**src/hw/rtl/lfcr_pkg.sv**
```systemverilog
// Types, register indexes and reset values for the LED flash current regulator.
package lfcr_pkg;

	localparam int unsigned CUR_W   = 10;
	localparam int unsigned WIDTH_W = 8;
	localparam int unsigned DIV_W   = 8;
	localparam int unsigned TIME_W  = 16;
	localparam int unsigned CYC_W   = 8;
	localparam int unsigned REG_IDX_W  = 3;
	localparam int unsigned REG_DATA_W = 16;

	typedef enum logic [REG_IDX_W-1:0] {
		REG_TARGET_CURRENT = 3'd0,
		REG_WIDTH_START    = 3'd1,
		REG_WIDTH_FLOOR    = 3'd2,
		REG_WIDTH_CEILING  = 3'd3,
		REG_TICKS_PER_MS   = 3'd4,
		REG_ON_TIME_MS     = 3'd5,
		REG_OFF_TIME_MS    = 3'd6,
		REG_MIN_CYCLES     = 3'd7
	} reg_idx_t;

	localparam logic [CUR_W-1:0]   TARGET_CURRENT_RST = 10'd730;
	localparam logic [WIDTH_W-1:0] WIDTH_START_RST    = 8'd150;
	localparam logic [WIDTH_W-1:0] WIDTH_FLOOR_RST    = 8'd80;
	localparam logic [WIDTH_W-1:0] WIDTH_CEILING_RST  = 8'd200;
	localparam logic [DIV_W-1:0]   TICKS_PER_MS_RST   = 8'd25;
	localparam logic [TIME_W-1:0]  ON_TIME_MS_RST     = 16'd50;
	localparam logic [TIME_W-1:0]  OFF_TIME_MS_RST    = 16'd950;
	localparam logic [CYC_W-1:0]   MIN_CYCLES_RST     = 8'd3;

	typedef enum logic [3:0] {
		SEQ_INIT    = 4'b0001,
		SEQ_PREPARE = 4'b0010,
		SEQ_ON      = 4'b0100,
		SEQ_OFF     = 4'b1000
	} seq_state_t;

endpackage

```
**src/hw/rtl/lfcr_if.sv**
```systemverilog
// Tick and result channel interfaces.
interface lfcr_tick_if
	import lfcr_pkg::*;
();
	logic             valid;
	logic             ready;
	logic [CUR_W-1:0] current_ma;
	logic             switch_off;

	modport source (output valid, output current_ma, output switch_off, input ready);
	modport sink (input valid, input current_ma, input switch_off, output ready);
endinterface

interface lfcr_result_if
	import lfcr_pkg::*;
();
	logic               valid;
	logic               ready;
	logic               pulse_start;
	logic [WIDTH_W-1:0] pulse_width;
	logic               led_phase_on;
	logic               asleep;

	modport source (output valid, output pulse_start, output pulse_width,
		output led_phase_on, output asleep, input ready);
	modport sink (input valid, input pulse_start, input pulse_width,
		input led_phase_on, input asleep, output ready);
endinterface

```
**src/hw/rtl/led_flash_current_regulator.sv**
```systemverilog
// LED flash current regulator: width regulation, ms divider and flash sequencer.
//
//  channel  dir  payload                                          transaction
//  tick     in   current_ma[9:0], switch_off                      valid & ready
//  result   out  pulse_start, pulse_width[7:0], led_phase_on,     valid & ready
//                asleep
//  wr_*     in   wr_index[2:0], wr_data[15:0]                     wr_en
//
// One tick per cycle unless result stalls; path: input register, then result register.
// The tick state update sits between those two registers in one combinational pass.
// Reset loads the register defaults and clears the sequencer; no clearing pass.
// A stalled result holds the result register; the input register then fills and
// tick.ready drops in the same cycle.
module led_flash_current_regulator
	import lfcr_pkg::*;
(
	input  logic                  clk,
	input  logic                  arst_n,
	lfcr_tick_if.sink             tick,
	lfcr_result_if.source         result,
	input  logic                  wr_en,
	input  logic [REG_IDX_W-1:0]  wr_index,
	input  logic [REG_DATA_W-1:0] wr_data
);

	// configuration registers
	logic [CUR_W-1:0]   target_current_q;
	logic [WIDTH_W-1:0] width_start_q, width_floor_q, width_ceiling_q;
	logic [DIV_W-1:0]   ticks_per_ms_q;
	logic [TIME_W-1:0]  on_time_ms_q, off_time_ms_q;
	logic [CYC_W-1:0]   min_cycles_q;

	always_ff @(posedge clk or negedge arst_n) begin
		if (!arst_n) begin
			target_current_q <= TARGET_CURRENT_RST;
			width_start_q    <= WIDTH_START_RST;
			width_floor_q    <= WIDTH_FLOOR_RST;
			width_ceiling_q  <= WIDTH_CEILING_RST;
			ticks_per_ms_q   <= TICKS_PER_MS_RST;
			on_time_ms_q     <= ON_TIME_MS_RST;
			off_time_ms_q    <= OFF_TIME_MS_RST;
			min_cycles_q     <= MIN_CYCLES_RST;
		end else if (wr_en) begin
			unique case (reg_idx_t'(wr_index))
				REG_TARGET_CURRENT: target_current_q <= wr_data[CUR_W-1:0];
				REG_WIDTH_START:    width_start_q    <= wr_data[WIDTH_W-1:0];
				REG_WIDTH_FLOOR:    width_floor_q    <= wr_data[WIDTH_W-1:0];
				REG_WIDTH_CEILING:  width_ceiling_q  <= wr_data[WIDTH_W-1:0];
				REG_TICKS_PER_MS:   ticks_per_ms_q   <= wr_data[DIV_W-1:0];
				REG_ON_TIME_MS:     on_time_ms_q     <= wr_data[TIME_W-1:0];
				REG_OFF_TIME_MS:    off_time_ms_q    <= wr_data[TIME_W-1:0];
				REG_MIN_CYCLES:     min_cycles_q     <= wr_data[CYC_W-1:0];
				default: ;
			endcase
		end
	end

	// handshake and pipeline control
	logic             valid_s1;
	logic [CUR_W-1:0] current_ma_s1;
	logic             switch_off_s1;
	logic             valid_s2;
	logic             advance;

	assign advance    = !valid_s2 || result.ready;
	assign tick.ready = !valid_s1 || advance;

	always_ff @(posedge clk or negedge arst_n) begin
		if (!arst_n) begin
			valid_s1 <= 1'b0;
		end else if (tick.ready) begin
			valid_s1 <= tick.valid;
		end
	end

	always_ff @(posedge clk) begin
		if (tick.valid && tick.ready) begin
			current_ma_s1 <= tick.current_ma;
			switch_off_s1 <= tick.switch_off;
		end
	end

	// regulator state
	logic               booster_on_q, booster_on_d;
	logic [WIDTH_W-1:0] width_now_q, width_now_d;
	logic [DIV_W-1:0]   ms_divider_q, ms_divider_d;
	logic [TIME_W-1:0]  phase_timer_q, phase_timer_d;
	seq_state_t         seq_q, seq_d;
	logic [CYC_W-1:0]   cycles_left_q, cycles_left_d;
	logic               sleeping_q, sleeping_d;

	logic               start;
	logic [WIDTH_W-1:0] width_reg;
	logic               ms_ev;
	logic [DIV_W-1:0]   div_base;
	logic [TIME_W-1:0]  timer_dec;

	always_comb begin
		booster_on_d  = booster_on_q;
		width_now_d   = width_now_q;
		ms_divider_d  = ms_divider_q;
		phase_timer_d = phase_timer_q;
		seq_d         = seq_q;
		cycles_left_d = cycles_left_q;
		sleeping_d    = sleeping_q;
		start         = 1'b0;
		width_reg     = width_now_q;
		ms_ev         = (ms_divider_q == '0);
		div_base      = ms_ev ? ticks_per_ms_q : ms_divider_q;
		timer_dec     = (phase_timer_q != '0) ? phase_timer_q - 1'b1 : phase_timer_q;

		if (sleeping_q) begin
			// a tick with the switch on wakes up and finishes the deferred off-phase check
			if (!switch_off_s1) begin
				sleeping_d    = 1'b0;
				cycles_left_d = min_cycles_q;
				if (phase_timer_q == '0) begin
					seq_d = SEQ_PREPARE;
				end
			end
		end else begin
			if (booster_on_q) begin
				// equal counts as too low
				if (current_ma_s1 > target_current_q) begin
					if (width_now_q >= width_floor_q) begin
						width_reg = width_now_q - 1'b1;
					end
				end else if (width_now_q <= width_ceiling_q) begin
					width_reg = width_now_q + 1'b1;
				end
				start       = 1'b1;
				width_now_d = width_reg;
			end
			ms_divider_d = div_base - 1'b1;
			if (ms_ev) begin
				phase_timer_d = timer_dec;
				unique case (seq_q)
					SEQ_INIT: begin
						cycles_left_d = min_cycles_q;
						seq_d         = SEQ_PREPARE;
					end
					SEQ_PREPARE: begin
						if (cycles_left_q != '0) begin
							cycles_left_d = cycles_left_q - 1'b1;
						end
						booster_on_d  = 1'b1;
						width_now_d   = width_start_q;
						phase_timer_d = on_time_ms_q;
						seq_d         = SEQ_ON;
					end
					SEQ_ON: begin
						if (timer_dec == '0) begin
							booster_on_d  = 1'b0;
							width_now_d   = width_start_q;
							phase_timer_d = off_time_ms_q;
							seq_d         = SEQ_OFF;
						end
					end
					SEQ_OFF: begin
						if (switch_off_s1 && cycles_left_q == '0) begin
							sleeping_d = 1'b1;
						end else if (timer_dec == '0) begin
							seq_d = SEQ_PREPARE;
						end
					end
					default: ;
				endcase
			end
		end
	end

	logic process;
	assign process = valid_s1 && advance;

	always_ff @(posedge clk or negedge arst_n) begin
		if (!arst_n) begin
			booster_on_q  <= 1'b0;
			width_now_q   <= WIDTH_START_RST;
			ms_divider_q  <= '0;
			phase_timer_q <= '0;
			seq_q         <= SEQ_INIT;
			cycles_left_q <= '0;
			sleeping_q    <= 1'b0;
		end else if (process) begin
			booster_on_q  <= booster_on_d;
			width_now_q   <= width_now_d;
			ms_divider_q  <= ms_divider_d;
			phase_timer_q <= phase_timer_d;
			seq_q         <= seq_d;
			cycles_left_q <= cycles_left_d;
			sleeping_q    <= sleeping_d;
		end
	end

	// result register
	logic               pulse_start_s2;
	logic [WIDTH_W-1:0] pulse_width_s2;
	logic               led_phase_on_s2;
	logic               asleep_s2;

	always_ff @(posedge clk or negedge arst_n) begin
		if (!arst_n) begin
			valid_s2 <= 1'b0;
		end else if (advance) begin
			valid_s2 <= valid_s1;
		end
	end

	always_ff @(posedge clk) begin
		if (process) begin
			pulse_start_s2  <= start;
			pulse_width_s2  <= start ? width_reg : '0;
			led_phase_on_s2 <= (seq_d == SEQ_ON);
			asleep_s2       <= sleeping_d;
		end
	end

	assign result.valid        = valid_s2;
	assign result.pulse_start  = pulse_start_s2;
	assign result.pulse_width  = pulse_width_s2;
	assign result.led_phase_on = led_phase_on_s2;
	assign result.asleep       = asleep_s2;

endmodule

```
**src/flat_wrapper.sv**
```systemverilog
// flat-port wrapper written by rule: the top's interface ports become plain ports
module led_flash_current_regulator_flat import lfcr_pkg::*;
  (clk, arst_n, wr_en, wr_index, wr_data, tick_valid, tick_current_ma, tick_switch_off, tick_ready, result_valid, result_pulse_start, result_pulse_width, result_led_phase_on, result_asleep, result_ready);
  lfcr_tick_if tick_i ();
  lfcr_result_if result_i ();
  input  logic clk;
  input  logic arst_n;
  input  logic wr_en;
  input  logic [REG_IDX_W-1:0] wr_index;
  input  logic [REG_DATA_W-1:0] wr_data;
  input wire logic [$bits(tick_i.valid)-1:0] tick_valid;
  input wire logic [$bits(tick_i.current_ma)-1:0] tick_current_ma;
  input wire logic [$bits(tick_i.switch_off)-1:0] tick_switch_off;
  output wire logic [$bits(tick_i.ready)-1:0] tick_ready;
  output wire logic [$bits(result_i.valid)-1:0] result_valid;
  output wire logic [$bits(result_i.pulse_start)-1:0] result_pulse_start;
  output wire logic [$bits(result_i.pulse_width)-1:0] result_pulse_width;
  output wire logic [$bits(result_i.led_phase_on)-1:0] result_led_phase_on;
  output wire logic [$bits(result_i.asleep)-1:0] result_asleep;
  input wire logic [$bits(result_i.ready)-1:0] result_ready;
  assign tick_i.valid = tick_valid;
  assign tick_i.current_ma = tick_current_ma;
  assign tick_i.switch_off = tick_switch_off;
  assign tick_ready = tick_i.ready;
  assign result_valid = result_i.valid;
  assign result_pulse_start = result_i.pulse_start;
  assign result_pulse_width = result_i.pulse_width;
  assign result_led_phase_on = result_i.led_phase_on;
  assign result_asleep = result_i.asleep;
  assign result_i.ready = result_ready;
  led_flash_current_regulator u_core (.clk(clk), .arst_n(arst_n), .tick(tick_i), .result(result_i), .wr_en(wr_en), .wr_index(wr_index), .wr_data(wr_data));
endmodule
```
**config.mk**
```make
export PLATFORM = sky130hd
export DESIGN_NAME = led_flash_current_regulator_flat
export DESIGN_NICKNAME = d
export VERILOG_FILES = /design/src/hw/rtl/lfcr_pkg.sv /design/src/hw/rtl/lfcr_if.sv /design/src/hw/rtl/led_flash_current_regulator.sv /design/src/flat_wrapper.sv
export SDC_FILE = /design/constraint.sdc
export NUM_CORES = 1
export LEC_CHECK = 0
export BUFFER_PORTS_ARGS = -buffer_cell sky130_fd_sc_hd__buf_2
export CORE_MARGIN = 3
export CORE_UTILIZATION = 55
export CTS_BUF_LIST = sky130_fd_sc_hd__clkbuf_8 sky130_fd_sc_hd__clkbuf_16
export DETAILED_ROUTE_END_ITERATION = 8
export GPL_ROUTABILITY_DRIVEN = 1
export GPL_TIMING_DRIVEN = 1
export PLACE_DENSITY_LB_ADDON = 0.12
export SYNTH_ARGS = -nofsm -noshare
export SYNTH_HDL_FRONTEND = slang
export SYNTH_SLANG_ARGS = --single-unit
```
**constraint.sdc**
```tcl
create_clock -name clk -period 4.6 [get_ports clk]
set_clock_uncertainty 0.2 [all_clocks]
set_input_delay 0.23 -clock clk [delete_from_list [all_inputs] [get_ports clk]]
set_output_delay 0.23 -clock clk [all_outputs]
set_load 0.02 [all_outputs]
```
==> metrics.md, run 1 <==
| Metric | Value |
|---|---|
| Status | `finished, final reports clean` |
| Cell variety after synth | `76` |
| Post-layout minimum cycle time | `3540 ps` |
| Fin crit share | `between 70% and 80%` |
| Hold_ws | `31.1 ps` |
| DR pass1 iterations | `5` |
| Setup violations, final | `0` |
| Pin count of the biggest net entering global routing | `62` |
| Final #Nets | `915` |
| Slowest stage delay, CP | `790 ps` |
| Setup_tns | `0 ps` |
| Filler cells | `1125` |
| Die height | `128 µm` |
| Max Slew Vio Count | `0` |
| WP data required | `about 4800 ps` |
| Post-route DRC | `0` |
| GP Congestion | `0.921` |
| Clock root buffer master | `clkbuf_16` |
| Final ANT Viol Nets | `0` |
| Seq/Total Area, Yosys | `48.2%` |
| Relative slew slack | `23.7%` |
| Initial antenna violation count | `0` |
| IO buf count | `47` |
| Bufs and invs on worst path | `1` |
| Power Total | `0.00396 W` |
| Synthesized net count | `848` |
| Aggregate global routing overflow | `0` |
| Max-cap violations | `0` |
| Layout cells sized above 1 | `25.6%` |
| Clock Latency Late Sink | `430 ps` |
| Post-synth EDFFs | `22` |
| Routed WL per cell | `18.9 µm` |
| Placed Area | `8600 µm²` |
| Number of synthesized register bits | `152` |
| Rows | `44` |
| # IOs | `48` |
| Slowest cell on the critical path | `o21ai_1` |
| Largest cells by area after synthesis | `dfrtp_1 (29%), dfstp_2 (11%), mux2_2 (9.6%)` |
| CP max FO | `16` |
| Primary FF master, synth | `dfrtp_1` |
| CTS Buf Count | `17` |
| Global-route wire length before repair | `32.4 mm` |
| Fraction of registers with async set/reset | `between 80% and 90%` |
| Delay-heaviest family, CP | `simple AND/OR/NAND/NOR gates` |
| Worst slew pin tran | `1140 ps` |
| GRT Util Overall | `around 25%` |
| CTS clk-pin slew, worst paths | `around 60 ps` |
| Placed cells | `983` |
| Final hold vios | `0` |
| Setup slack, reg-to-reg | `1060 ps` |
| CTS resizes | `0` |
| CTS tree | `built` |
| Worst EP arrival | `3690 ps` |
| Post-DP HPWL | `13.2 mm` |
| 1st-iter DRT viols | `560` |
| Vias per inst | `approximately 6.1` |
| Top-area cell type share of the netlist area | `28.9%` |
| Die Span X | `around 130 µm` |
| ANT cells | `0` |
| Worst vdd ir | `roughly 0.29 mV` |
| Syn Area/Cell | `10.5 µm²` |
| Die area | `16400 µm²` |
| LEAKAGE | `between 4 and 5 nW` |
| Setup CP Type | `register to register` |
| Mapped Cells | `781` |
| CTS H-Tree Depth | `4` |
| Layout Cells excl Fill | `1045` |
| Synth area leader | `dfrtp_1` |
| Cell area after synthesis | `8210 µm²` |
| Number of global-route vias before repair | `6238` |
| Crit start category | `register` |
| Crit path top cell by count | `or3b_2` |
| Area grow syn2layout | `16.2%` |
| Final instance area | `9540 µm²` |
| Initial Util | `56.3%` |
| Core Box Area | `14600 µm²` |
| Min-delay worst type | `primary input to register` |
| Clock sinks | `roughly 150` |
| Fmax | `0.282 GHz` |
| RSZ-0062 raised after global routing | `no` |
| Crit path cell chain | `inv_1 > ha_1 > or3b_2 > or3_1 > nor3_1 > or3b_2 > a21oi_1 > o21ai_1 > o21bai_1 > o2bb2ai_1` |
| Via Count | `6353` |
| Drt total wl | `19.7 mm` |
| Max Buffers Root-to-Sink | `2` |
| PD cells | `between 400 and 500 nW/µm²` |
| CP Capture Type | `register` |
| Warnings, synthesis | `0` |
==> worst register-to-register path: cells and delay by family, from the launching register on <==
kind                     cells  cell delay (ps)
AND/OR/NAND/NOR              4             1410
AO/OA/AOI/OAI                4             1200
flip-flops                   1              390
adder cells (fa/ha/maj)      1              180
buffers and inverters        1               80
==> layout by cell type (no fill, tap or decap), types with 8 or more instances in the layout <==
cell type,Yosys,layout
dfrtp_1,95,95
nand2_1,70,70
mux2_2,70,70
inv_1,45,47
nor2_1,46,46
o21ai_0,46,46
buf_2,2,46
a21oi_1,45,45
dfstp_2,35,35
ha_1,32,32
dlygate4sd3_1,0,30
nor3_1,24,23
edfxtp_1,22,22
clkbuf_16,0,19
nand2b_1,15,15
nand4_1,15,15
nand3_1,10,10
o22ai_1,10,10
buf_4,1,10
or3_1,8,8
a211oi_1,8,8
a221oi_2,8,8
==> cell usage after synthesis (all sizes together) (5+ instances only) <==
cell,instances
nor3b,6
a221oi,12
and2,7
nor4b,5
a211oi,9
edfxtp,22
inv,45
clkbuf,31
mux2,70
buf,7
dfrtp,95
dfstp,35
o21a,7
or3,8
nor4,6
o21ai,47
nor2,46
nand2b,15
mux2i,5
nand4,16
and3,6
xnor2,6
a31oi,6
nand2,70
o211ai,5
o22ai,10
nor3,24
o31ai,6
ha,32
a21oi,46
nand3,10
==> report_power, final <==
group | internal [W] | total [W] | switching [W]
combinational | 0.000313 | 0.000668 | 0.000354
sequential | 0.00163 | 0.00180 | 0.000165
clock | 0.000945 | 0.00149 | 0.000549
==> layout make-up <==
| type | instances | area, µm² | share of cell area [%] |
|---|---|---|---|
| sequential | 152 | 3960 | 41.5 |
| clock inverter | 11 | 143 | 1.49 |
| clock buffer | 21 | 503 | 5.27 |
| timing repair buffer | 86 | 606 | 6.35 |
| multi-input combinational | 546 | 3930 | 41.2 |
| tap | 184 | 230 | 2.41 |
| inverter | 45 | 169 | 1.77 |
==> metal layers <==
| layer | up-vias | global-route usage [%] | wire, µm |
|---|---|---|---|
| met4 | 0 | 9.43 | 509 |
| met1 | 3175 | 34.1 | 8980 |
| met3 | 39 | 4.33 | 606 |
| met2 | 131 | 40.9 | 9610 |
| li1 | 3008 | - | - |
| met5 | - | 0 | 0 |
==> path summary, 6_finish.rpt <==
kind,start,end,depth (start not counted)
setup / recovery,u_core.cycles_left_q[0],u_core.cycles_left_q[7],10
hold / removal,wr_data[0],u_core.min_cycles_q[0],2
setup reg to reg,u_core.cycles_left_q[0],u_core.cycles_left_q[7],10
hold reg to reg,u_core.on_time_ms_q[0],u_core.on_time_ms_q[0],1
max in group asynchronous,arst_n,u_core.width_floor_q[6],3
min in group asynchronous,arst_n,u_core.cycles_left_q[4],2
==> cells by family after synthesis <==
group	Yosys count	share of synthesized area [%]
multiplexers	75	10.2
AND/OR/NAND/NOR	247	16.4
flip-flops	152	48.2
adder cells (fa/ha/maj)	32	4.87
XOR/XNOR	8	0.853
buffers and inverters	83	4.14
AO/OA/AOI/OAI	184	15.4
==> state kept, by name (all words and copies together) (netlist names), 10 cells and up <==
register                 cells
u_core.current_ma_s1        10
u_core.off_time_ms_q        16
u_core.on_time_ms_q         16
u_core.phase_timer_q        16
u_core.target_current_q     10
==> through the flow <==
stage | utilization, % | setup slack, ps
after detailed placement | 58.9 | 1140
after global routing | 65.4 | 784
after global placement | 58.9 | 1180
final | 65.4 | 1060
after floorplan | - | 1630
after CTS | 65.4 | 1060
==> what timing repair did <==
item                                   in CTS  in global routing
endpoints found under the hold margin      99                  0
hold buffers                               30                  0
buffers inserted                            0                  0
Power figures use the tool's default switching activity.
==> run 2, diff against run 1 <==
- clock period: 4.6 -> 3.3 ns (I/O delays scaled with it)
==> metrics.md, run 2 (synthesis gave the netlist of run 1 again) <==
| Metric | Value |
|---|---|
| Core Box Area | `14600 µm² (unchanged)` |
| Fin crit share | `97.7% (+21 points)` |
| Die height | `128 µm (unchanged)` |
| GR Layer Usage met1 | `35.3% (+1.2 points)` |
| Setup violations, final | `0 (unchanged)` |
| Routed WL per cell | `19.0 µm (+0.54%)` |
| Final core utilization | `66.9% (+1.5 points)` |
| Crit start category | `register` |
| Met2 Track Usage GR | `43.0% (+2.0 points)` |
| Number of global-route vias before repair | `6444 (+3.3%)` |
| CP endpoint | `u_core.width_now_q[5]` |
| Bufs and invs on worst path | `1 (unchanged)` |
| Fmax | `0.310 GHz (+9.9%)` |
| Reg2reg end | `u_core.width_now_q[5]` |
| Final ANT Viol Nets | `0 (unchanged)` |
| Min-delay worst type | `primary input to async pin` |
| Slowest stage delay, CP | `560 ps (-230 ps)` |
| Aggregate global routing overflow | `0 (unchanged)` |
| Largest registers | `u_core.off_time_ms_q (16), u_core.on_time_ms_q (16), u_core.phase_timer_q (16)` |
| Setup CP Type | `register to register` |
| Rows | `44 (unchanged)` |
| Filler cells | `1119 (-0.53%)` |
| WP data required | `3460 ps (-1290 ps)` |
| GP Congestion | `0.883 (-4.1%)` |
| Worst EP arrival | `3390 ps (-300 ps)` |
| PD cells | `554 nW/µm² (+33%)` |
| Relative slew slack | `27.4% (+3.7 points)` |
| CTS tree | `built` |
| # IOs | `48 (unchanged)` |
| DR pass1 iterations | `7 (+2)` |
| Power Total | `0.00541 W (+37%)` |
| Most frequent cells in the layout | `dfrtp_1 (95), nand2_1 (70), mux2_2 (70)` |
| Max Buffers Root-to-Sink | `2 (unchanged)` |
| Die area | `16400 µm² (unchanged)` |
| Post-layout minimum cycle time | `3230 ps (-319 ps)` |
| Via Count | `6435 (+1.3%)` |
| Post-DP HPWL | `13.7 mm (+3.3%)` |
| Max Slew Vio Count | `0 (unchanged)` |
| Clock sinks | `152 (unchanged)` |
| Grt met3 use | `4.17% (-0.17 points)` |
| Setup slack, reg-to-reg | `70 ps (-980 ps)` |
| Layout cells sized above 1 | `28.4% (+2.8 points)` |
| Status | `finished, final reports clean` |
| Initial antenna violation count | `0 (unchanged)` |
| Drt total wl | `20.3 mm (+3.1%)` |
| Initial Util | `56.3% (unchanged)` |
| R2R cell count | `9 (-1)` |
| Crit path top cell by count | `a2111o_1` |
| FF-to-FF Start | `u_core.target_current_q[6]` |
| Die Span X | `128 µm (unchanged)` |
| Pin count of the biggest net entering global routing | `74 (+19%)` |
| Clock root buffer master | `clkbuf_16` |
| Post-route DRC | `0 (unchanged)` |
| Crit path from | `u_core.target_current_q[6]` |
| ANT cells | `0 (unchanged)` |
| CTS H-Tree Depth | `4 (unchanged)` |
| Worst slew pin tran | `1080 ps (-58.0 ps)` |
| Slowest cell on the critical path | `a2111o_1` |
| Crit path cell chain | `inv_1 > ha_1 > and4_1 > a2111o_1 > a2111o_1 > a21bo_2 > or3_1 > a21oi_2 > a211o_1` |
| IO buf count | `47 (unchanged)` |
| CTS clk-pin slew, worst paths | `60 ps (about the same)` |
| Global-route wire length before repair | `33.6 mm (+3.5%)` |
| Vias per inst | `6.00 (-1.3%)` |
| Final #Nets | `942 (+3.0%)` |
| CP max FO | `6 (-10)` |
| CP Capture Type | `register` |
| CP Depth | `9 (-1)` |
| Area grow syn2layout | `18.9%` |
| Final hold vios | `0 (unchanged)` |
| Worst vdd ir | `0.385 mV (+31%)` |
| GRT Util Overall | `26.0% (+0.81 points)` |
| Delay-heaviest family, CP | `compound AO/OA/AOI/OAI gates` |
| Clock Latency Late Sink | `430 ps (about the same)` |
| LEAKAGE | `4.10 nW (+2.4%)` |
| Leading cell type in the layout, fill and taps excluded | `dfrtp_1` |
| CTS Buf Count | `17 (unchanged)` |
| Max-cap violations | `0 (unchanged)` |
| 1st-iter DRT viols | `445 (-21%)` |
| Busiest metal layer after global routing | `met2` |
-- run 2: worst min-delay path by stage --
stage	to	slack [ps]	cells past startpoint
global placement	u_core.seq_q[3]	-130	1
floorplan	u_core.booster_on_q	-330	0
global route	u_core.seq_q[0]	60	2
CTS	u_core.seq_q[0]	50	2
detailed placement	u_core.seq_q[1]	-130	1
finish	u_core.seq_q[0]	50	2
-- run 2: repair_timing --
action                                  4_1_cts  5_1_grt
endpoints found under the hold margin       152        0
setup buffers                                 0        2
hold buffers                                 32        0
endpoints found under the setup margin        0       22
resized for setup                             0       11
-- run 2: routing by layer --
metal	share of wire (%)	vias to the layer above
li1	-	3058
met1	46	3201
met2	49	145
met3	3.1	31
met4	2.1	0
met5	0	-
-- run 2: power by group --
group          switching, W  internal (W)
Combinational      0.000530      0.000483
Sequential         0.000209       0.00227
Clock              0.000799       0.00111
Total               0.00154       0.00387
-- run 2: area by class of cell --
type	instances	area, µm²	area share, %
inverter	45	169	1.73
sequential	152	3960	40.5
timing repair buffer	113	851	8.71
multi-input combinational	546	3980	40.8
clock inverter	15	150	1.54
tap	184	230	2.36
clock buffer	17	425	4.36
-- run 2: through the flow --
stage / instances / setup TNS, ps / area (µm²) / hold slack, ps / worst slack, ps
global placement: 1006 / 0 / 8810 / -132 / 166
finish: 1072 / 0 / 9770 / 54.3 / 74.9
CTS: 1070 / 0 / 9700 / 53.8 / 77.0
floorplan: 781 / 0 / 8210 / -331 / 326
global route: 1072 / -10.8 / 9770 / 62.6 / -10.8
detailed placement: 1006 / 0 / 8810 / -127 / 121
==> run 3, diff against run 2 <==
- CTS_BUF_LIST: sky130_fd_sc_hd__clkbuf_8 sky130_fd_sc_hd__clkbuf_16 -> sky130_fd_sc_hd__clkbuf_2 sky130_fd_sc_hd__clkbuf_4 sky130_fd_sc_hd__clkbuf_8
==> metrics.md, run 3 (synthesis gave the netlist of run 1 again) <==
| Metric | Value |
|---|---|
| Slowest stage delay, CP | `550 ps (about the same)` |
| Pin count of the biggest net entering global routing | `74 (unchanged)` |
| 1st-iter DRT viols | `472 (+6.1%)` |
| Max-cap violations | `0 (unchanged)` |
| CTS H-Tree Depth | `4 (unchanged)` |
| CTS tree | `built` |
| Post-route DRC | `0 (unchanged)` |
| Setup_tns | `0 ps (unchanged)` |
| Core Box Area | `14600 µm² (unchanged)` |
| Drt total wl | `19.9 mm (-2.3%)` |
| Via Count | `6399 (-0.56%)` |
| Final setup margin | `94.6 ps (+19.7 ps)` |
| Aggregate global routing overflow | `0 (unchanged)` |
| CTS Buf Count | `17 (unchanged)` |
| IO buf count | `47 (unchanged)` |
| Global-route wire length before repair | `33.0 mm (-1.8%)` |
| Initial Util | `56.3% (unchanged)` |
| Clock root buffer master | `clkbuf_8` |
| Leading cell type in the layout, fill and taps excluded | `dfrtp_1` |
| # IOs | `48 (unchanged)` |
| Slowest cell on the critical path | `a2111o_1` |
| DR pass1 iterations | `6 (-1)` |
| Min-delay worst type | `primary input to async pin` |
| RSZ-0062 raised after global routing | `yes` |
| Max Buffers Root-to-Sink | `2 (unchanged)` |
| Crit path top cell by count | `a2111o_1` |
| Setup violations, final | `0 (unchanged)` |
| CP Capture Type | `register` |
| Initial antenna violation count | `0 (unchanged)` |
| CP max FO | `6 (unchanged)` |
| Delay-heaviest family, CP | `compound AO/OA/AOI/OAI gates` |
| Pre-CTS WS | `121 ps (unchanged)` |
| Routed WL per cell | `18.5 µm (-2.2%)` |
| Clock Latency Late Sink | `440 ps (about the same)` |
| Fmax | `0.312 GHz (+0.62%)` |
| ANT cells | `0 (unchanged)` |
| Bufs and invs on worst path | `1 (unchanged)` |
| GP Congestion | `0.883 (unchanged)` |
| Most frequent cells in the layout | `dfrtp_1 (95), nand2_1 (70), mux2_2 (70)` |
| Worst EP arrival | `3390 ps (about the same)` |
| Clock sinks | `152 (unchanged)` |
| Fin crit share | `97.1% (-0.60 points)` |
| Relative slew slack | `29.5% (+2.1 points)` |
| GRT Util Overall | `25.4% (-0.64 points)` |
| Final hold vios | `0 (unchanged)` |
| CTS clk-pin slew, worst paths | `80 ps (+20 ps)` |
| WP data required | `3490 ps (+30 ps)` |
| Die area | `16400 µm² (unchanged)` |
| LEAKAGE | `4.01 nW (-2.3%)` |
| Setup CP Type | `register to register` |
| Max Slew Vio Count | `0 (unchanged)` |
| Vias per inst | `5.97 (-0.47%)` |
| Post-layout minimum cycle time | `3210 ps (-19.7 ps)` |
| Area grow syn2layout | `16.5%` |
| Final #Nets | `941 (-0.11%)` |
| PD cells | `510 nW/µm² (-7.9%)` |
| Die height | `128 µm (unchanged)` |
| Layout cells sized above 1 | `28.3% (-0.081 points)` |
| Status | `finished, final reports clean` |
| Rows | `44 (unchanged)` |
| Post-DP HPWL | `13.7 mm (unchanged)` |
| Number of global-route vias before repair | `6410 (-0.53%)` |
| Die Span X | `128 µm (unchanged)` |
| Crit path cell chain | `inv_1 > ha_1 > and4_1 > a2111o_1 > a2111o_1 > a21bo_2 > or3_1 > a21oi_2 > a211o_1` |
| Worst vdd ir | `0.350 mV (-9.1%)` |
| Largest registers | `u_core.off_time_ms_q (16), u_core.on_time_ms_q (16), u_core.phase_timer_q (16)` |
| Worst slew pin tran | `1050 ps (-30.9 ps)` |
| Final ANT Viol Nets | `0 (unchanged)` |
| Crit start category | `register` |
## run 3: changes by cell type in the layout (fill, tap and decap cells not counted), sizes merged
| cell | before | now |
|---|---|---|
| buf | 81 | 80 |
## run 3: path summary, 6_finish.rpt
| kind | cells after the start | end | from | slack, ps |
|---|---|---|---|---|
| setup / recovery | 9 | u_core.width_now_q[5] | u_core.target_current_q[6] | 90 |
| hold / removal | 2 | u_core.seq_q[0] | arst_n | 30 |
| setup reg to reg | 9 | u_core.width_now_q[5] | u_core.target_current_q[6] | 90 |
| hold reg to reg | 1 | u_core.on_time_ms_q[0] | u_core.on_time_ms_q[0] | 310 |
| max in group asynchronous | 3 | u_core.off_time_ms_q[14] | arst_n | 1620 |
| min in group clk | 5 | u_core.width_floor_q[4] | wr_index[0] | 90 |
## run 3: per-stage QoR
| stage | hold WS, ps | total power (W) | utilization [%] | instances | cell area [µm²] |
|---|---|---|---|---|---|
| 2_1_floorplan | -331 | 0.00312 | - | 781 | 8210 |
| 3_3_place_gp | -132 | 0.00340 | 60.4 | 1006 | 8810 |
| 3_5_place_dp | -127 | 0.00346 | 60.4 | 1006 | 8810 |
| 4_1_cts | 17.4 | 0.00488 | 65.2 | 1070 | 9510 |
| 5_1_grt | 25.4 | 0.00517 | 65.6 | 1071 | 9570 |
| 6_report | 34.1 | 0.00488 | 65.6 | 1071 | 9570 |
## run 3: cell type report
type / count / area [µm²]
clock inverter: 15 / 150
timing repair buffer: 112 / 843
tap: 184 / 230
multi-input combinational: 546 / 3980
fill: 1150 / 5020
inverter: 45 / 169
sequential: 152 / 3960
clock buffer: 17 / 234
## run 3: routing by layer
metal	wire [µm]	share of wire, %	track usage (%)	vias to the layer above
met5	0	0	0	-
met4	462	2.3	8.80	0
met3	629	3.2	3.79	33
met2	9510	48	41.6	151
met1	9260	47	34.6	3164
li1	-	-	-	3051
## run 3: timing repair
item                                   in CTS  in global routing
setup buffers                               0                  1
setup endpoints to repair                   0                 24
endpoints found under the hold margin     186                  0
hold buffers                               32                  0
resized for setup                           0                 11
## run 3: power breakdown
group,internal [W],total [W],switching [W]
Sequential,0.00227,0.00248,0.000206
Combinational,0.000481,0.00101,0.000527
Clock,0.000672,0.00139,0.000722
